`config.mk`:
```
export PLATFORM = sky130hd
export DESIGN_NAME = i2c_write_waveform_sequencer
export DESIGN_NICKNAME = d
export VERILOG_FILES = /design/src/iwws_pkg.sv /design/src/i2c_write_waveform_sequencer.sv /design/src/iwws_sequencer.sv /design/src/iwws_datapath.sv
export SDC_FILE = /design/constraint.sdc
export NUM_CORES = 1
export LEC_CHECK = 0
export ABC_AREA = 1
export BUFFER_PORTS_ARGS = -buffer_cell sky130_fd_sc_hd__buf_2
export CORE_MARGIN = 1
export CORE_UTILIZATION = 51
export DETAILED_ROUTE_END_ITERATION = 8
export MAX_ROUTING_LAYER = met4
export PLACE_DENSITY_LB_ADDON = 0.3
export SYNTH_ARGS = -nofsm -noshare
export SYNTH_HDL_FRONTEND = slang
export SYNTH_HIERARCHICAL = 1
export SYNTH_SLANG_ARGS = --single-unit
```
`constraint.sdc`:
```
create_clock -name clock -period 1.6 [get_ports clock]
set_input_delay 0.24 -clock clock [delete_from_list [all_inputs] [get_ports clock]]
set_output_delay 0.24 -clock clock [all_outputs]
set_load 0.05 [all_outputs]
```
`src/iwws_pkg.sv`:
```
`timescale 1ns / 1ps

package iwws_pkg;

   localparam int unsigned MODE_BITS  = 2;
   localparam int unsigned BYTE_BITS  = 8;
   localparam int unsigned INDEX_BITS = 12;
   localparam int unsigned BITCNT_BITS = 3;
   localparam logic [BITCNT_BITS-1:0] LAST_BIT = 3'd7;

   typedef enum logic [3:0] {
      STEP_START_SDA_HI = 4'd0,
      STEP_START_SCL_HI = 4'd1,
      STEP_START_SDA_LO = 4'd2,
      STEP_START_SCL_LO = 4'd3,
      STEP_BIT_SDA      = 4'd4,
      STEP_BIT_SCL_HI   = 4'd5,
      STEP_BIT_SCL_LO   = 4'd6,
      STEP_ACK_SDA_HI   = 4'd7,
      STEP_ACK_SCL_HI   = 4'd8,
      STEP_ACK_SCL_LO   = 4'd9,
      STEP_ACK_HOLD     = 4'd10,
      STEP_STOP_SDA_LO  = 4'd11,
      STEP_STOP_SCL_HI  = 4'd12,
      STEP_STOP_SDA_HI  = 4'd13
   } step_type;

   typedef enum logic [1:0] {
      JMP_NEXT      = 2'd0,
      JMP_BIT_LOOP  = 2'd1,
      JMP_END_NSTOP = 2'd2,
      JMP_END       = 2'd3
   } jump_type;

   typedef struct packed {
      logic     set_sda;
      logic     set_scl;
      logic     use_bit;
      logic     level;
      logic     drive;
      jump_type jump;
      step_type target;
   } uword_type;

   typedef struct packed {
      logic load;
      logic fire;
      logic set_sda;
      logic set_scl;
      logic use_bit;
      logic level;
      logic drive;
      logic last;
   } ctrl_type;

   function automatic uword_type ucode_rom(input step_type step);
      uword_type w;
      w = '{set_sda: 1'b0, set_scl: 1'b0, use_bit: 1'b0, level: 1'b0,
            drive: 1'b1, jump: JMP_END, target: STEP_START_SDA_HI};
      unique case (step)
         STEP_START_SDA_HI: begin
            w.set_sda = 1'b1; w.level = 1'b1; w.jump = JMP_NEXT;
         end
         STEP_START_SCL_HI: begin
            w.set_scl = 1'b1; w.level = 1'b1; w.jump = JMP_NEXT;
         end
         STEP_START_SDA_LO: begin
            w.set_sda = 1'b1; w.jump = JMP_NEXT;
         end
         STEP_START_SCL_LO: begin
            w.set_scl = 1'b1; w.jump = JMP_NEXT;
         end
         STEP_BIT_SDA: begin
            w.set_sda = 1'b1; w.use_bit = 1'b1; w.jump = JMP_NEXT;
         end
         STEP_BIT_SCL_HI: begin
            w.set_scl = 1'b1; w.level = 1'b1; w.jump = JMP_NEXT;
         end
         STEP_BIT_SCL_LO: begin
            w.set_scl = 1'b1; w.jump = JMP_BIT_LOOP; w.target = STEP_BIT_SDA;
         end
         STEP_ACK_SDA_HI: begin
            w.set_sda = 1'b1; w.level = 1'b1; w.drive = 1'b0; w.jump = JMP_NEXT;
         end
         STEP_ACK_SCL_HI: begin
            w.set_scl = 1'b1; w.level = 1'b1; w.drive = 1'b0; w.jump = JMP_NEXT;
         end
         STEP_ACK_SCL_LO: begin
            w.set_scl = 1'b1; w.drive = 1'b0; w.jump = JMP_NEXT;
         end
         STEP_ACK_HOLD: begin
            w.set_scl = 1'b1; w.drive = 1'b0; w.jump = JMP_END_NSTOP;
         end
         STEP_STOP_SDA_LO: begin
            w.set_sda = 1'b1; w.jump = JMP_NEXT;
         end
         STEP_STOP_SCL_HI: begin
            w.set_scl = 1'b1; w.level = 1'b1; w.jump = JMP_NEXT;
         end
         STEP_STOP_SDA_HI: begin
            w.set_sda = 1'b1; w.level = 1'b1; w.jump = JMP_END;
         end
         default: begin
            w.jump = JMP_END;
         end
      endcase
      return w;
   endfunction

endpackage

```
`src/i2c_write_waveform_sequencer.sv`:
```
`timescale 1ns / 1ps

// I2C master write waveform sequencer. Each request item carries one byte in
// req_tdata and a mode in req_tuser (bit 0: START before the byte, bit 1: STOP
// after it). The block answers with 28 to 35 response items, one waveform row
// each: the running row number, the SCL and SDA levels and the SDA drive flag,
// with rsp_tlast on the final row of the item. A read-only microcode table
// steps through START (4 rows), eight data bits MSB first (3 rows each), the
// acknowledge slot with SDA released (4 rows, never sampled) and STOP (3 rows).
// One row is produced per cycle while the response side takes them. The block
// takes the request and then produces its rows in order; the next request is
// taken once the final row of the current one sits in the output register. The
// row number wraps modulo 2**ROW_BITS and is shown in its low 12 bits.

module i2c_write_waveform_sequencer #(
   parameter int unsigned ROW_BITS = 12
) (
   input  logic        clock,
   input  logic        reset,
   input  logic        req_tvalid,
   output logic        req_tready,
   input  logic [7:0]  req_tdata,   // [7:0] tx_byte
   input  logic [1:0]  req_tuser,   // [1:0] mode
   output logic        rsp_tvalid,
   input  logic        rsp_tready,
   output logic [15:0] rsp_tdata,   // [11:0] row_index, [12] clock_line,
                                    // [13] data_line, [14] data_drive, [15] zero
   output logic        rsp_tlast    // last_row
);
   import iwws_pkg::*;

   ctrl_type              ctrl;
   logic                  out_free;
   logic [INDEX_BITS-1:0] row_index;
   logic                  clock_line;
   logic                  data_line;
   logic                  data_drive;

   iwws_sequencer u_sequencer (
      .clock      (clock),
      .reset      (reset),
      .req_tvalid (req_tvalid),
      .req_tready (req_tready),
      .req_mode   (req_tuser),
      .out_free   (out_free),
      .ctrl       (ctrl)
   );

   iwws_datapath #(
      .ROW_BITS (ROW_BITS)
   ) u_datapath (
      .clock      (clock),
      .reset      (reset),
      .ctrl       (ctrl),
      .tx_byte    (req_tdata),
      .out_free   (out_free),
      .rsp_tvalid (rsp_tvalid),
      .rsp_tready (rsp_tready),
      .row_index  (row_index),
      .clock_line (clock_line),
      .data_line  (data_line),
      .data_drive (data_drive),
      .last_row   (rsp_tlast)
   );

   assign rsp_tdata = {1'b0, data_drive, data_line, clock_line, row_index};

endmodule

```
`src/iwws_sequencer.sv`:
```
`timescale 1ns / 1ps

module iwws_sequencer (
   input  logic                                clock,
   input  logic                                reset,
   input  logic                                req_tvalid,
   output logic                                req_tready,
   input  logic [iwws_pkg::MODE_BITS-1:0]      req_mode,
   input  logic                                out_free,
   output iwws_pkg::ctrl_type                  ctrl
);
   import iwws_pkg::*;

   logic                   busy_ff, busy_in;
   step_type               step_ff, step_in;
   logic [BITCNT_BITS-1:0] bit_ff, bit_in;
   logic                   stop_ff, stop_in;
   logic                   accept;
   logic                   advance;
   uword_type              word;

   assign req_tready = !busy_ff;
   assign accept     = req_tvalid && !busy_ff;
   assign advance    = busy_ff && out_free;
   assign word       = ucode_rom(step_ff);

   always_comb begin
      busy_in = busy_ff;
      step_in = step_ff;
      bit_in  = bit_ff;
      stop_in = stop_ff;
      if (accept) begin
         busy_in = 1'b1;
         step_in = req_mode[0] ? STEP_START_SDA_HI : STEP_BIT_SDA;
         bit_in  = '0;
         stop_in = req_mode[1];
      end else if (advance) begin
         unique case (word.jump)
            JMP_NEXT: begin
               step_in = step_type'(step_ff + 4'd1);
            end
            JMP_BIT_LOOP: begin
               if (bit_ff == LAST_BIT) begin
                  step_in = step_type'(step_ff + 4'd1);
                  bit_in  = '0;
               end else begin
                  step_in = word.target;
                  bit_in  = bit_ff + 3'd1;
               end
            end
            JMP_END_NSTOP: begin
               if (stop_ff) begin
                  step_in = step_type'(step_ff + 4'd1);
               end else begin
                  busy_in = 1'b0;
               end
            end
            JMP_END: begin
               busy_in = 1'b0;
            end
            default: begin
               busy_in = 1'b0;
            end
         endcase
      end
   end

   always_ff @(posedge clock) begin
      if (reset) begin
         busy_ff <= 1'b0;
         step_ff <= STEP_START_SDA_HI;
         bit_ff  <= '0;
         stop_ff <= 1'b0;
      end else begin
         busy_ff <= busy_in;
         step_ff <= step_in;
         bit_ff  <= bit_in;
         stop_ff <= stop_in;
      end
   end

   always_comb begin
      ctrl.load    = accept;
      ctrl.fire    = advance;
      ctrl.set_sda = word.set_sda;
      ctrl.set_scl = word.set_scl;
      ctrl.use_bit = word.use_bit;
      ctrl.level   = word.level;
      ctrl.drive   = word.drive;
      ctrl.last    = (word.jump == JMP_END) || ((word.jump == JMP_END_NSTOP) && !stop_ff);
   end

endmodule

```
`src/iwws_datapath.sv`:
```
`timescale 1ns / 1ps

module iwws_datapath #(
   parameter int unsigned ROW_BITS = 12
) (
   input  logic                                clock,
   input  logic                                reset,
   input  iwws_pkg::ctrl_type                  ctrl,
   input  logic [iwws_pkg::BYTE_BITS-1:0]      tx_byte,
   output logic                                out_free,
   output logic                                rsp_tvalid,
   input  logic                                rsp_tready,
   output logic [iwws_pkg::INDEX_BITS-1:0]     row_index,
   output logic                                clock_line,
   output logic                                data_line,
   output logic                                data_drive,
   output logic                                last_row
);
   import iwws_pkg::*;

   logic                             scl_ff, scl_in;
   logic                             sda_ff, sda_in;
   logic [BYTE_BITS-1:0]             shift_ff, shift_in;
   logic [ROW_BITS-1:0]              count_ff, count_in;
   logic                             valid_ff, valid_in;
   logic [INDEX_BITS-1:0]            index_ff;
   logic                             clk_line_ff;
   logic                             dat_line_ff;
   logic                             drive_ff;
   logic                             last_ff;
   logic [ROW_BITS+INDEX_BITS-1:0]   count_wide;

   assign out_free   = !valid_ff || rsp_tready;
   assign count_wide = {{INDEX_BITS{1'b0}}, count_ff};

   always_comb begin
      scl_in   = scl_ff;
      sda_in   = sda_ff;
      shift_in = shift_ff;
      count_in = count_ff;
      valid_in = valid_ff && !rsp_tready;
      if (ctrl.load) begin
         shift_in = tx_byte;
      end
      if (ctrl.fire) begin
         if (ctrl.set_sda) begin
            sda_in = ctrl.use_bit ? shift_ff[BYTE_BITS-1] : ctrl.level;
         end
         if (ctrl.use_bit) begin
            shift_in = {shift_ff[BYTE_BITS-2:0], 1'b0};
         end
         if (ctrl.set_scl) begin
            scl_in = ctrl.level;
         end
         count_in = count_ff + ROW_BITS'(1);
         valid_in = 1'b1;
      end
   end

   always_ff @(posedge clock) begin
      if (reset) begin
         scl_ff   <= 1'b1;
         sda_ff   <= 1'b1;
         count_ff <= '0;
         valid_ff <= 1'b0;
      end else begin
         scl_ff   <= scl_in;
         sda_ff   <= sda_in;
         count_ff <= count_in;
         valid_ff <= valid_in;
      end
   end

   always_ff @(posedge clock) begin
      shift_ff <= shift_in;
      if (ctrl.fire) begin
         index_ff    <= count_wide[INDEX_BITS-1:0];
         clk_line_ff <= scl_in;
         dat_line_ff <= sda_in;
         drive_ff    <= ctrl.drive;
         last_ff     <= ctrl.last;
      end
   end

   assign rsp_tvalid = valid_ff;
   assign row_index  = index_ff;
   assign clock_line = clk_line_ff;
   assign data_line  = dat_line_ff;
   assign data_drive = drive_ff;
   assign last_row   = last_ff;

endmodule

```
======== Word-level counts from Yosys, hierarchy flattened ========
Cells that the tools add are included.
word-level totals
  flip-flop bits (word level) ............. 48
  bits of input ports ..................... 14
  output and inout bits ................... 19
  word-level logic and storage cells ...... 87
cells by class
  $add $sub $neg .......................... 3
  equality and inequality tests ........... 19
  mux-type cells .......................... 27
  reduce and logical (&&, ||, !) cells .... 24
operator list
  cell                                                                    number
  4-bit equality test (second input constant)                             6
  8-bit 2-to-1 mux                                                        3
  4-bit by 3-bit equality test with 1-bit output (second input constant)  4
  4-bit 2-to-1 mux                                                        4
  1-bit 2-to-1 mux                                                        14
  12-bit by 1-bit adder with 12-bit output (second input constant)        1
  4-bit case mux with 3 select lines                                      1
  11-bit OR reduction                                                     1
  3-bit 2-to-1 mux                                                        3
  4-bit by 2-bit equality test with 1-bit output (second input constant)  2
  8-bit OR reduction                                                      1
  7-bit OR reduction                                                      1
  2-bit case mux with 3 select lines                                      1
  3-bit AND reduction                                                     2
  6-bit OR reduction                                                      1
  4-bit by 1-bit adder with 4-bit output (second input constant)          1
  2-bit equality test (second input constant)                             2
  4-bit by 1-bit equality test with 1-bit output (second input constant)  1
  1-bit logical AND                                                       4
  1-bit logical NOT                                                       4
  4-bit logical NOT                                                       1
  4-bit nonzero test                                                      1
  4-bit OR reduction                                                      1
  3-bit by 1-bit adder with 3-bit output (second input constant)          1
  other kinds (11)                                                        12

======== Logic depth before layout (Yosys ltp) ========
  depth in word-level cells ............... 7
  depth in mapped cells ................... 12
  gate-level depth less buffers ........... 12

======== By module ========
Netlist, hierarchy kept.
by module, submodules not included
  module                        times used  cells an instance  area each (sq um)
  iwws_datapath                 1           160                1,520.2
  iwws_sequencer                1           116                774.5
  i2c_write_waveform_sequencer  1           5                  33.8

======== Least setup slack after synthesis ========
Ideal clock, no wire load.
  path kind ............................... reg-to-reg
  start point ............................. register u_datapath.valid_ff, in the netlist u_datapath/rsp_tvalid
  end point ............................... register u_datapath.clk_line_ff, in the netlist u_datapath/clock_line, data pin
  setup time .............................. 0.254 ns
  arrival time ............................ 1.648 ns
  setup slack ............................. -0.302 ns
  cell stages (with the launch flop) ...... 10
  path buffers ............................ 2
  clock period less this slack ............ 1.902 ns
  cell sequence ........................... dfxtp_1 nand2_1 nand2_1 inv_1 buf_4 buf_6 nand2_1 or2_2 o21ai_2 inv_1
on the way
  cells in the longest elaborated chain, start to end .. 4
ends and longest elaborated chain
  what                           line                                RTL
  from (decl)                    iwws_datapath.sv:25                 logic valid_ff, valid_in;
  from (signal assigned)         iwws_datapath.sv:70                 valid_ff <= valid_in;
  1-bit logical NOT              iwws_datapath.sv:33                 assign out_free = !valid_ff || rsp_tready;
  1-bit logical OR               iwws_datapath.sv:33
  named net out_free             i2c_write_waveform_sequencer.sv:33  logic out_free;
  1-bit logical AND              iwws_sequencer.sv:24                assign advance = busy_ff && out_free;
  named net u_sequencer.advance  iwws_sequencer.sv:19                logic advance;
  1-bit 2-to-1 mux               iwws_datapath.sv:45                 if (ctrl.fire) begin
  named net u_datapath.scl_in    iwws_datapath.sv:21                 logic scl_ff, scl_in;
  to (signal assigned)           iwws_datapath.sv:78                 clk_line_ff <= scl_in;
  to (decl)                      iwws_datapath.sv:27                 logic clk_line_ff;
The timed path passes the listed nets, and every way through them passes these cells.
A chain may end at the register's enable or synchronous reset.

==> results.txt <==
The site row count came out at 24. The floorplan core area is 0.00438 mm². The final routed wirelength across all metal layers is 4690 µm. Cells with a size suffix above 1 make up 31.4% of the layout. The routed length per placed instance came out at 12.4 µm. The number of buffers between clock root and the deepest sink came out at 2. The H-tree was split into 2 levels. In the synthesized netlist the dominant register cell turns out to be sky130_fd_sc_hd__dfxtp_1. The signal on the critical path passes through inv_4, ha_4, buf_4, o21ai_2, o2111ai_2, nand2_1, inv_1, o21ai_2, inv_1. The library cell used as clock root buffer is sky130_fd_sc_hd__clkbuf_8. The TritonCTS clock tree is built. The analysis attributes to cell leakage a power of 1.24 nW. In this run the critical register-to-register path is launched from u_sequencer/step_ff[1]. 33 I/O pins were placed. Using the TritonRoute via totals, the vias-per-cell ratio works out to 5.00.

The cell count after synthesis came out at 281. Among all cell types in the netlist, the one instantiated most often is sky130_fd_sc_hd__nand2_1. The overall overflow remaining after global route came out at 0. The post-route worst setup slack is -0.0464 ns. Based on the critical path, the design can be clocked at up to 607 MHz. The maximum fanout encountered on the critical timing path came out at 5. The flow ran to the end, but the final reports show violations.

The number of buffers created by CTS came out at 5. The share of the cycle needed by the critical path after routing came out at 103%. The worst setup slack for register-to-register paths came out at -0.05 ns. The count of cell types in the netlist came out at 35.

The sequential area share after synthesis came out at 48.1%. Global routing used 20.9% of the available tracks. The number of nets at the end of the flow came out at 345. By count the netlist is led by 56 x sky130_fd_sc_hd__nand2_1, 39 x sky130_fd_sc_hd__nor2_1, 32 x sky130_fd_sc_hd__dfxtp_1. The final reports fail on setup timing. For the worst-skew pair, the clock arrives at the later sink with an insertion delay of 0.31 ns. The die covers 0.00484 mm². The Yosys step of the flow raised 6 warnings. The share of flip-flops with an asynchronous set or reset after synthesis came out at 0%. The setup clock skew after layout came out at 0.00792 ns. The top cell type's share of synthesized area came out at 27.5%. The number of enable-type register cells in the synthesized netlist is 16. The endpoint identified for the worst register-to-register timing path is u_datapath/clock_line. In the post-synthesis netlist, the biggest area contributors are sky130_fd_sc_hd__dfxtp_1 28%, sky130_fd_sc_hd__edfxtp_1 21%, sky130_fd_sc_hd__nand2_1 9.0%. A synthesized cell averages 8.29 µm². The worst setup path is launched from a register.

The number of buffer and inverter instances along the worst setup path is 4. The worst reg2reg path depth came out at 9. The final routed DRC violation total is 0. Among all stages on the critical path, the largest delay is contributed by sky130_fd_sc_hd__dfxtp_4. The first global-routing pass estimated 7760 µm of wire. Across the run, the number of max-cap violations was 0. The critical path ends at u_datapath/clock_line. The critical path class is register to register. In this run, placement finished with an instance count of 368. The first-pass detailed-route iteration total is 5. Counting every net in the synthesized netlist gives 302. The relative area change from synthesis to final layout came out at 18.6%. The worst setup path is captured at a register. After synthesis the cells add up to 0.00233 mm². The repair_antennas step left the layout with diodes totalling 0. In this run the worst setup path begins at u_sequencer/step_ff[1]. Grouping stages by cell kind, the critical path spends the most delay in compound AO/OA/AOI/OAI gates. The post-route antenna net violation count came out at 0. The clock input transition at the sequential cells of the worst setup and hold paths is 0.09 ns. The weighted congestion reported at the end of routability-driven placement is 0.857. The completed layout was analyzed and its total power is 0.00293 W. The critical path arrival came out at 1.71 ns. Dividing total power by cell area gives a power density of 1060 mW/mm². The critical path depth in cells is 9. The maximum single-stage delay on the critical path is 0.41 ns.

Across all layers, the routed design uses 1884 vias. The path class of the tightest hold or removal check is input pin to register. The number of hold-repair buffers added at the cts stage came out at 0. The height of the die came out at 69.6 µm.

The most area-hungry cell type in the Yosys netlist is sky130_fd_sc_hd__dfxtp_1. Setup repair after global routing could not meet its margin everywhere. The number of antenna violations at the first check in global routing came out at 0. Clock tree synthesis found a total of 48 sinks. The port buffer count is 31. Setup violations remaining at the end of the flow were counted as 3. The horizontal extent of the die came out at 69.6 µm. The worst vdd rail ir drop is 0.566 mV. The via count of the first global-routing pass is 1735. The count of cells in the finished layout, fillers not included, comes to 377. The source of the worst hold timing path is req_tdata[0].

The critical path required time came out at 1.66 ns. The initial standard-cell utilization of the core is 53.1%. The total count of max-transition violations in the final report is 0. The number of DRC markers in iteration 0 is 115.

The pin count of the biggest net entering global routing is 16. The total count of hold-check failures in the final report is 0. Counting flops and latches in the post-synthesis netlist gives 48.

The worst path in the final design needs a cycle of 1.65 ns, including I/O delays and setup. Detailed placement finished with a half-perimeter wire length of 3170 µm.
cell usage in the layout (no fill, tap or decap), types with 3 or more instances in the layout:
cell type and n:
sky130_fd_sc_hd__o21ai_2 3, sky130_fd_sc_hd__clkbuf_8 5, sky130_fd_sc_hd__nand4_1 3, sky130_fd_sc_hd__buf_2 31
sky130_fd_sc_hd__dfxtp_1 27, sky130_fd_sc_hd__o21ai_1 3, sky130_fd_sc_hd__dfxtp_4 3, sky130_fd_sc_hd__nor2_1 38
sky130_fd_sc_hd__inv_1 26, sky130_fd_sc_hd__ha_4 3, sky130_fd_sc_hd__o21ai_0 17, sky130_fd_sc_hd__ha_1 3
sky130_fd_sc_hd__nor2_2 6, sky130_fd_sc_hd__nand3_2 4, sky130_fd_sc_hd__nand3_1 16, sky130_fd_sc_hd__edfxtp_1 16
sky130_fd_sc_hd__inv_2 6, sky130_fd_sc_hd__buf_4 14, sky130_fd_sc_hd__a21oi_1 13, sky130_fd_sc_hd__nand2_2 8
sky130_fd_sc_hd__nand2_1 52
sequential cells by signal, summed over array words and instances, names as in the netlist, 3 cells and up:
name,flops
u_sequencer/step_ff,4
u_datapath/count_ff,12
u_sequencer/bit_ff,3
u_datapath/row_index,12
u_datapath/shift_ff,8
report_power, final:
part	switching [W]	total [W]	internal [W]
logic	0.000493	0.000738	0.000246
registers	0.0000714	0.00146	0.00139
clock network	0.000424	0.000730	0.000306
total	0.000988	0.00293	0.00194
worst min-delay path: cells and delay by family:
kind | cells | cell delay [ns]
and+or+nand+nor | 2 | 0.12
buffers and inverters | 1 | 0.07
area by class of cell:
cell class                      count  area, µm²
Fill cell                         408       1620
Sequential cell                    48       1130
Multi-Input combinational cell    189       1070
Timing Repair Buffer               45        260
Inverter                           35        141
Clock buffer                        5       68.8
Tap cell                           52       65.1
Clock inverter                      3       17.5
cell families (layout without fill, tap and decap cells):
family          Yosys count  after routing  synth area share (%)
compound gates           44             44                  10.6
xor+xnor                  2              2                 0.752
fa+ha+maj                 7              7                  3.76
buf+inv                  44             88                  8.87
flops                    48             48                  48.1
other cells               1              1                 0.161
simple gates            135            135                  27.7
worst min-delay path by stage:
stage                     depth (start not counted)  slack, ns                      to
after global placement                            2       0.44  u_datapath/shift_ff[3]
after floorplan                                   1       0.30  u_sequencer/step_ff[1]
final                                             3       0.16  u_datapath/shift_ff[0]
after CTS                                         3       0.16  u_datapath/shift_ff[0]
after detailed placement                          2       0.44  u_datapath/shift_ff[2]
after global routing                              3       0.19     u_sequencer/stop_ff
through the flow:
stage | setup slack, ns | setup TNS, ns | util (%) | cell area (µm²) | hold slack, ns
floorplan | 0.0445 | 0 | - | 2360 | 0.295
global placement | -0.00599 | -0.00737 | 59.2 | 2600 | 0.437
detailed placement | -0.0703 | -0.203 | 59.2 | 2600 | 0.443
CTS | -0.0350 | -0.0350 | 62.7 | 2750 | 0.157
global route | -0.130 | -0.756 | 63.0 | 2760 | 0.186
finish | -0.0464 | -0.0657 | 63.0 | 2760 | 0.162
routing by layer:
metal / up-vias / global-route usage [%] / part of all wire [%]
li1: 990 / - / -
met1: 857 / 26.4 / 47
met2: 31 / 34.0 / 49
met3: 6 / 4.36 / 3.2
met4: 0 / 6.12 / 1.1
met5: - / - / 0
what timing repair did:
| action | CTS | global route |
|---|---|---|
| endpoints found under the setup margin | 7 | 17 |
| buffers inserted | 1 | 0 |
| pin swaps | 2 | 2 |
| gates resized for setup | 15 | 7 |
Power figures use the tool's default switching activity.
